--- config.mk ---
export PLATFORM = sky130hd
export DESIGN_NAME = dwc_ctrl
export DESIGN_NICKNAME = d
export VERILOG_FILES = /design/src/sv/dwc_pkg.sv /design/src/sv/dwc_ctrl.sv
export SDC_FILE = /design/constraint.sdc
export NUM_CORES = 1
export LEC_CHECK = 0
export BUFFER_PORTS_ARGS = -buffer_cell sky130_fd_sc_hd__buf_2
export CAP_MARGIN = 5
export CORE_MARGIN = 3
export CORE_UTILIZATION = 39
export DETAILED_ROUTE_END_ITERATION = 7
export HOLD_SLACK_MARGIN = 0.05
export PLACE_DENSITY = 0.72
export SYNTH_ARGS = -nofsm -noshare
export SYNTH_HDL_FRONTEND = slang
export SYNTH_SLANG_ARGS = --single-unit
--- constraint.sdc ---
create_clock -name clk -period 1.55 [get_ports clk]
set_clock_uncertainty 0.2 [all_clocks]
set_input_delay 0.0775 -clock clk [delete_from_list [all_inputs] [get_ports clk]]
set_output_delay 0.0775 -clock clk [all_outputs]
set_load 0.03 [all_outputs]
--- src/sv/dwc_pkg.sv ---
// Shared types, constants and arithmetic helpers for the DFA word counter.
package dwc_pkg;

	localparam int unsigned MAX_STATES_DEF = 64;
	localparam int unsigned ALPHABET_DEF   = 26;
	localparam int unsigned CNT_W          = 30;

	localparam logic [CNT_W-1:0] WORD_MOD = 30'd1000000007;

	// Input item function codes.
	localparam logic [1:0] FUNC_SET_EDGE = 2'd0;
	localparam logic [1:0] FUNC_MARK     = 2'd1;
	localparam logic [1:0] FUNC_COUNT    = 2'd2;
	localparam logic [1:0] FUNC_CLEAR    = 2'd3;

	// Commands from the controller to the datapath.
	typedef struct packed {
		logic tbl_wr;        // write the transition carried by the input transfer
		logic clr_wr;        // clearing sweep: write a dead entry and step the address
		logic flags_clr;     // drop every accepting mark
		logic flag_set;      // mark the input source state accepting
		logic reach_init;    // seed the reachability sets
		logic reach_apply;   // fold the edge just read into the reachability sets
		logic round_restart; // start a new reachability round
		logic adv;           // step to the next letter, wrapping into the next state
		logic skip;          // step to the next state
		logic dp_init;       // seed the path count rounds
		logic rd_cur;        // read the current round's count of the present state
		logic cap_cur;       // hold that count
		logic rd_nxt;        // read the next round's count of the edge target
		logic dp_acc;        // add the held count into the edge target, and into the total if it accepts
		logic dp_round;      // swap count banks at the end of a round
		logic out_load;      // load the result register
	} dwc_cmd_t;

	// Status from the datapath to the controller.
	typedef struct packed {
		logic clr_last;
		logic s_last;
		logic l_last;
		logic changed;
		logic state_live;
		logic tgt_useful;
		logic rounds_last;
		logic nxt_empty;
	} dwc_status_t;

	// Addition modulo WORD_MOD of two values already below it.
	function automatic logic [CNT_W-1:0] mod_add(input logic [CNT_W-1:0] a,
		input logic [CNT_W-1:0] b);
		logic [CNT_W:0] sum;
		sum = {1'b0, a} + {1'b0, b};
		if (sum >= {1'b0, WORD_MOD}) begin
			sum = sum - {1'b0, WORD_MOD};
		end
		return sum[CNT_W-1:0];
	endfunction

endpackage

--- src/sv/dwc_ctrl.sv ---
// Controller state machine of the DFA word counter.
module dwc_ctrl import dwc_pkg::*; (
	input  logic        clk,
	input  logic        arst_n,
	input  logic        in_valid,
	output logic        in_stall,
	input  logic [1:0]  func,
	output logic        out_valid,
	input  logic        out_stall,
	input  dwc_status_t status,
	output dwc_cmd_t    cmd
);

	localparam logic [3:0] S_CLEAR   = 4'd0;
	localparam logic [3:0] S_IDLE    = 4'd1;
	localparam logic [3:0] S_R_ADDR  = 4'd2;
	localparam logic [3:0] S_R_DATA  = 4'd3;
	localparam logic [3:0] S_D_INIT  = 4'd4;
	localparam logic [3:0] S_D_STATE = 4'd5;
	localparam logic [3:0] S_D_CUR   = 4'd6;
	localparam logic [3:0] S_D_ADDR  = 4'd7;
	localparam logic [3:0] S_D_TGT   = 4'd8;
	localparam logic [3:0] S_D_ACC   = 4'd9;
	localparam logic [3:0] S_D_ROUND = 4'd10;
	localparam logic [3:0] S_DONE    = 4'd11;

	logic [3:0] state_q;
	logic [3:0] state_nxt;
	logic       out_valid_q;
	logic       in_xfer;
	logic       edge_end;

	assign in_stall  = state_q != S_IDLE;
	assign in_xfer   = in_valid && !in_stall;
	assign out_valid = out_valid_q;
	assign edge_end  = status.s_last && status.l_last;

	// Next state and command decode.
	always_comb begin
		cmd       = '0;
		state_nxt = state_q;
		unique case (state_q)
			S_CLEAR: begin
				cmd.clr_wr = 1'b1;
				if (status.clr_last) begin
					state_nxt = S_IDLE;
				end
			end
			S_IDLE: begin
				if (in_xfer) begin
					unique case (func)
						FUNC_SET_EDGE: cmd.tbl_wr = 1'b1;
						FUNC_MARK:     cmd.flag_set = 1'b1;
						FUNC_COUNT: begin
							cmd.reach_init = 1'b1;
							state_nxt      = S_R_ADDR;
						end
						FUNC_CLEAR: begin
							cmd.flags_clr = 1'b1;
							state_nxt     = S_CLEAR;
						end
						default: ;
					endcase
				end
			end
			S_R_ADDR: state_nxt = S_R_DATA;
			S_R_DATA: begin
				cmd.reach_apply = 1'b1;
				cmd.adv         = 1'b1;
				state_nxt       = S_R_ADDR;
				if (edge_end) begin
					if (status.changed) begin
						cmd.round_restart = 1'b1;
					end else begin
						state_nxt = S_D_INIT;
					end
				end
			end
			S_D_INIT: begin
				cmd.dp_init = 1'b1;
				state_nxt   = S_D_STATE;
			end
			S_D_STATE: begin
				if (status.state_live) begin
					cmd.rd_cur = 1'b1;
					state_nxt  = S_D_CUR;
				end else if (status.s_last) begin
					state_nxt = S_D_ROUND;
				end else begin
					cmd.skip = 1'b1;
				end
			end
			S_D_CUR: begin
				cmd.cap_cur = 1'b1;
				state_nxt   = S_D_ADDR;
			end
			S_D_ADDR: state_nxt = S_D_TGT;
			S_D_TGT, S_D_ACC: begin
				if (state_q == S_D_TGT && status.tgt_useful) begin
					cmd.rd_nxt = 1'b1;
					state_nxt  = S_D_ACC;
				end else begin
					cmd.dp_acc = state_q == S_D_ACC;
					cmd.adv    = 1'b1;
					if (edge_end) begin
						state_nxt = S_D_ROUND;
					end else if (status.l_last) begin
						state_nxt = S_D_STATE;
					end else begin
						state_nxt = S_D_ADDR;
					end
				end
			end
			S_D_ROUND: begin
				cmd.dp_round = 1'b1;
				if (status.rounds_last || status.nxt_empty) begin
					state_nxt = S_DONE;
				end else begin
					state_nxt = S_D_STATE;
				end
			end
			S_DONE: begin
				if (!(out_valid_q && out_stall)) begin
					cmd.out_load = 1'b1;
					state_nxt    = S_IDLE;
				end
			end
			default: state_nxt = S_CLEAR;
		endcase
	end

	// State register and result valid flag.
	always_ff @(posedge clk or negedge arst_n) begin
		if (!arst_n) begin
			state_q     <= S_CLEAR;
			out_valid_q <= 1'b0;
		end else begin
			state_q <= state_nxt;
			if (cmd.out_load) begin
				out_valid_q <= 1'b1;
			end else if (!out_stall) begin
				out_valid_q <= 1'b0;
			end
		end
	end

endmodule

==> impl.org, run 1 <==
** Yosys
- In this run, synthesis inferred 0 flip-flops with an integrated enable.
- Synthesis inferred 5 register bits.
- The most used flip-flop cell after synthesis is dfrtp_1.
- After synthesis, flip-flops and latches occupy between 20% and 30% of the total area.
- Ys async rst share :: 100%
- Synthesis produced a netlist whose cell count is 77.
- Synthesized area per cell :: 7.72 um2
- Synthesis produced a netlist with a net count of 91.
- Number of distinct library cell variants in the gate-level netlist after synthesis :: 35
- Mapped Area :: around 590 um2
- Number of warnings printed during yosys synthesis :: 0

** STA
- In the global-route stage, repair_timing last flagged the worst endpoint as cmd[9].
- Worst endpoint type :: top-level output

** Clock tree
- Number of buffers between clock root and the deepest sink :: 2
- Total number of clock tree sinks :: 5
- The tree is rooted in a clkbuf_4.
- Counting the buffers created by CTS gives 3.
- Number of H-tree levels :: 1

** Place
- RePlAce Congestion :: 0.863
- During placement, the flow inserted port buffers numbering 31.
- HPWL after detailed placement :: 1520 um
- In this run, placement finished with an instance count of ~140.

** Die
- Y dimension of the die :: 45.0 um
- Top Ports :: 32
- Effective utilization at floorplan :: 43.5%
- Row generation in the floorplan step produced 13 rows.
- Measured along the x axis, the die boundary spans roughly 45 um.

** Run status
- The flow stopped in global routing.
- Error Message :: [ERROR DPL-0033] detailed placement checks failed during check placement.
- The run stopped with a tool error.

** Global routing
- Initial antenna violation count :: 0
- Entering global routing, the biggest net connects 16 pins.
==> cells by family after synthesis <==
family / Yosys count / synth area share, %
AO/OA/AOI/OAI: 25 / 30.7
XOR/XNOR: 1 / 1.47
flip-flops: 5 / 21.1
buffers and inverters: 11 / 9.68
AND/OR/NAND/NOR: 35 / 37.1
==> what timing repair did <==
action	CTS
endpoints found under the hold margin	7
setup endpoints to repair	20
pin swaps	11
resized for setup	53
buffers inserted	13
hold buffers	4
==> synthesized netlist by cell type (2+ instances only) <==
master,count,share of area (%)
inv_1,5,3.2
nand2_1,7,4.4
nand2b_1,3,3.2
a21oi_1,6,5.1
buf_4,2,2.5
nor2_1,10,6.3
o21ai_0,7,5.9
nor4_2,2,4.2
nor3b_1,2,2.5
dfrtp_1,5,21
nor3_1,4,3.4
==> through the flow <==
stage          setup TNS [ns]  cell area, um2  utilization (%)  worst slack, ns
2_1_floorplan           -1.99             682                -           -0.275
3_5_place_dp            -2.00             937             68.6           -0.250
4_1_cts                 -3.05            1280             93.5           -0.251
3_3_place_gp            -1.52             937             68.6           -0.220
==> run 2: changes to the inputs <==
--- a/config.mk
+++ b/config.mk
@@ -7,11 +7,10 @@
 export LEC_CHECK = 0
 export BUFFER_PORTS_ARGS = -buffer_cell sky130_fd_sc_hd__buf_2
 export CAP_MARGIN = 5
-export CORE_MARGIN = 3
-export CORE_UTILIZATION = 39
+export CORE_AREA = 3 3 64 66
 export DETAILED_ROUTE_END_ITERATION = 7
-export HOLD_SLACK_MARGIN = 0.05
-export PLACE_DENSITY = 0.72
+export DIE_AREA = 0 0 67 69
+export PLACE_DENSITY_LB_ADDON = 0.15
 export SYNTH_ARGS = -nofsm -noshare
 export SYNTH_HDL_FRONTEND = slang
 export SYNTH_SLANG_ARGS = --single-unit
==> constraint.sdc (replaced) <==
create_clock -name clk -period 2.02 [get_ports clk]
set_clock_uncertainty 0.2 [all_clocks]
set_input_delay 0.101 -clock clk [delete_from_list [all_inputs] [get_ports clk]]
set_output_delay 0.101 -clock clk [all_outputs]
set_load 0.03 [all_outputs]
==> run 2 against run 1 <==
Against the previous run:
- the flow now finishes without violations
- area after synthesis is the same
- synthesized cell count stayed put
==> impl.org, run 2 <==
** Run status
- Run status :: complete, no violations

** Setup path
- Delay of the slowest cell on the worst path :: 0.44 ns
- The largest individual stage delay along the critical path comes from the cell dfrtp_2.
- Type of destination of the critical path :: output port
- Data arrives at the worst endpoint at 1.64 ns.
- For the worst setup path, the data required time is around 1.7 ns.
- Traced cell by cell, the critical path runs through buf_4, nor4bb_4, nand3_1, nor2_2, buf_2.
- Worst setup path class :: register to output port
- Maximum fanout along the worst path :: 7
- Crit start category :: register

** Place
- The post-placement cell count came to 158 (+17%).
- Count of input and output buffers :: 31 (unchanged)
- The final weighted congestion in routability-driven placement is 0.803 (-6.9%).
- HPWL after detailed placement :: 1700 um (+12%)
- DP Area :: 845 um2 (-9.9%)

** Die
- Y dimension of the die :: 69 um (+53%)
- Die ar. :: 4620 um2
- Top Ports :: 32 (unchanged)
- The floorplan die width came to 67 um (+49%).
- Placement row count :: 22 (+9)
- The starting density of the core was 16.4% (-27 points).
- Floorplan Core Area :: 3630 um2

** Drt
- Post-detailed-route wirelength per cell :: 12.8 um
- After detailed routing, the number of remaining DRC violations is 0.
- Number of detailed-route iterations in the first pass :: 4
- Number of nets with antenna violations after routing :: 0
- Iter 0 DRT Violations :: 23
- In the routed layout, each cell is associated on average with a via count of 4.37.
- Routed via count :: 725
- Routed WL :: 2120 um

** Yosys
- Synth area leaders :: dfrtp_1, nor2_1, o21ai_0
- The post-synthesis cell type count is 35 (unchanged).
- The most used flip-flop cell after synthesis is dfrtp_1.
- The post-synthesis sequential area ratio was 21.1% (unchanged).
- Synthesized net count :: 91 (unchanged)
- Synthesized instance count :: 77 (unchanged)
- The number of synthesized register bits came to 5 (unchanged).
- By count the netlist is led by nor2_1, nand2_1, o21ai_0.
- The average instance area after synthesis came to 7.72 um2 (unchanged).
- Most used standard cell by instance count after synthesis :: nor2_1
- The biggest area contributor in the post-synthesis netlist is dfrtp_1.
- Number of warnings printed during yosys synthesis :: 0 (unchanged)
- Post-synth top area share :: 21.1% (unchanged)
- The share of synthesized registers carrying an async set or reset was 100% (unchanged).
- Number of enable-type register cells in the synthesized netlist :: 0 (unchanged)
- The post-synthesis cell area came to 594 um2 (unchanged).

** Hold path
- In this run the worst hold path is classified as input port to async pin.

** Clock tree
- Total number of clock tree sinks :: 5 (unchanged)
- Clock-pin slew reported for the worst setup and hold paths after clock tree synthesis :: around 0.040 ns
- Number of buffers inserted during clock tree synthesis :: 3 (unchanged)
- Clock latency on the worst-skew pair, taken at its later pin, is 0.23 ns.
- TritonCTS built the clock tree.
- Number of H-tree levels :: 1 (unchanged)
- Clock Root Buffer :: clkbuf_8
- The number of buffers between clock root and the deepest sink came to 2 (unchanged).

** Layout
- Share of layout cells above drive strength 1 :: 47.5%
- Ranked by flip-flop count, first place goes to state_q.
- The register with the most flip-flops in the layout has 4 of them.
- In the layout the commonest cells are buf_2, nor2_1, buf_4, nand2_1, o21ai_0.
- Post-route cell area :: 928 um2
- The final layout contains 133 nets.
- Leaving out fill and tap cells, the most frequent cell in the layout is buf_2.
- The finished layout holds 166 standard cells, fillers aside.
- Ant. Diodes :: 0
- Compared with the post-synthesis result, the final layout area differs by 56.2%.

** STA
- Final Cycle Share :: 96.0%
- Headroom to the max-slew limit came out at around 73%.
- Maximum operating frequency :: ~520 MHz
- Hold Fails Final Rpt :: 0
- Number of max-slew violations in the final report :: 0
- Actual slew at the worst max-slew pin :: 0.401 ns
- Min Clock Period, post-route :: ~1.9 ns
- Setup violations remaining at the end of the flow were counted as 0.

** Global routing
- For this run the aggregate overflow at the end of global routing stands at 0.
- Global-route wire length before repair :: 3380 um
- Global routing used approximately a tenth of the available tracks across all layers.
- Met2 routing resource usage after global routing :: 14.0%
- Pin count of the biggest net entering global routing :: 14
- The number of antenna violations at the first check in global routing was 0.
- Global routing met3 resource utilization :: 1.14%
- Most used routing layer in global routing :: met2
- Met1 usage :: 12.9%
- Number of global-route vias before repair :: 730

** Job
- Across the run, the number of max-cap violations was 0.

** Power
- Static leakage power :: 0.000444 uW
- For this design the ratio of total power to cell area is ~1300 nW/um2.
- Across the VDD grid, the largest voltage drop is 282 uV.
## run 2: cell families after synthesis
family                 count (synthesis)  share of synthesized area, %
AND/OR/NAND/NOR                       35                          37.1
AO/OA/AOI/OAI                         25                          30.7
buffers and inverters                 11                          9.68
flip-flops                             5                          21.1
XOR/XNOR                               1                          1.47
## run 2: final cells by class
type                            count  area, um2
Clock buffer                        4       45.0
Fill cell                         430       2710
Inverter                            6       22.5
Multi-Input combinational cell     61        429
Sequential cell                     5        129
Tap cell                           48       60.1
Timing Repair Buffer               42        243
## run 2: metrics by stage
| step | TNS (ns) | hold WS [ns] | util [%] | total power (uW) | worst slack [ns] |
|---|---|---|---|---|---|
| after detailed placement | 0 | -0.274 | 23.2 | 992 | 0.174 |
| after floorplan | 0 | -0.395 | - | 770 | 0.00515 |
| after global placement | 0 | -0.277 | 23.2 | 997 | 0.127 |
| after CTS | 0 | 0.0227 | 25.1 | 1190 | 0.0325 |
| final | 0 | 0.0239 | 25.6 | 1210 | 0.0815 |
| after global routing | -0.00102 | 0.0258 | 25.6 | 1290 | -0.00102 |
## run 2: worst paths after layout
kind | from | end | slack [ns] | depth (start not counted)
worst max register to register | state_q[1]$_DFFE_PN0P_ | state_q[1]$_DFFE_PN0P_ | 0.21 | 7
worst min register to register | out_valid$_DFFE_PN0P_ | out_valid$_DFFE_PN0P_ | 0.31 | 2
worst min-delay path | arst_n | state_q[1]$_DFFE_PN0P_ | 0.02 | 2
min in group clk | status[4] | state_q[2]$_DFFE_PN0P_ | 0.03 | 2
max in group asynchronous | arst_n | state_q[3]$_DFFE_PN0P_ | 1.44 | 2
worst max-delay path | state_q[3]$_DFFE_PN0P_ | cmd[9] | 0.08 | 5
## run 2: worst max-delay path, delay by kind of cell, from the launching register on
| family | cells | cell delay [ns] |
|---|---|---|
| AND/OR/NAND/NOR | 3 | 0.59 |
| flip-flops | 1 | 0.44 |
| buffers and inverters | 2 | 0.37 |
## run 2: repair_timing
| item | CTS | global route |
|---|---|---|
| pin swaps | 0 | 1 |
| hold buffers | 2 | 0 |
| hold endpoints to repair | 6 | 0 |
| buffers inserted | 0 | 2 |
| gates resized for setup | 1 | 2 |
| endpoints found under the setup margin | 1 | 3 |
## run 2: layer usage
metal	wire [um]	vias up	part of all wire, %
met3	152	5	7.2
met1	982	329	46
met2	937	30	44
li1	-	361	-
met5	0	-	0
met4	48	0	2.3
## run 2: power breakdown
group / switching [uW] / internal (uW)
logic: 481 / 342
registers: 57.3 / 135
clock network: 55.3 / 136
Note: power is estimated with default switching activity, not from simulation.
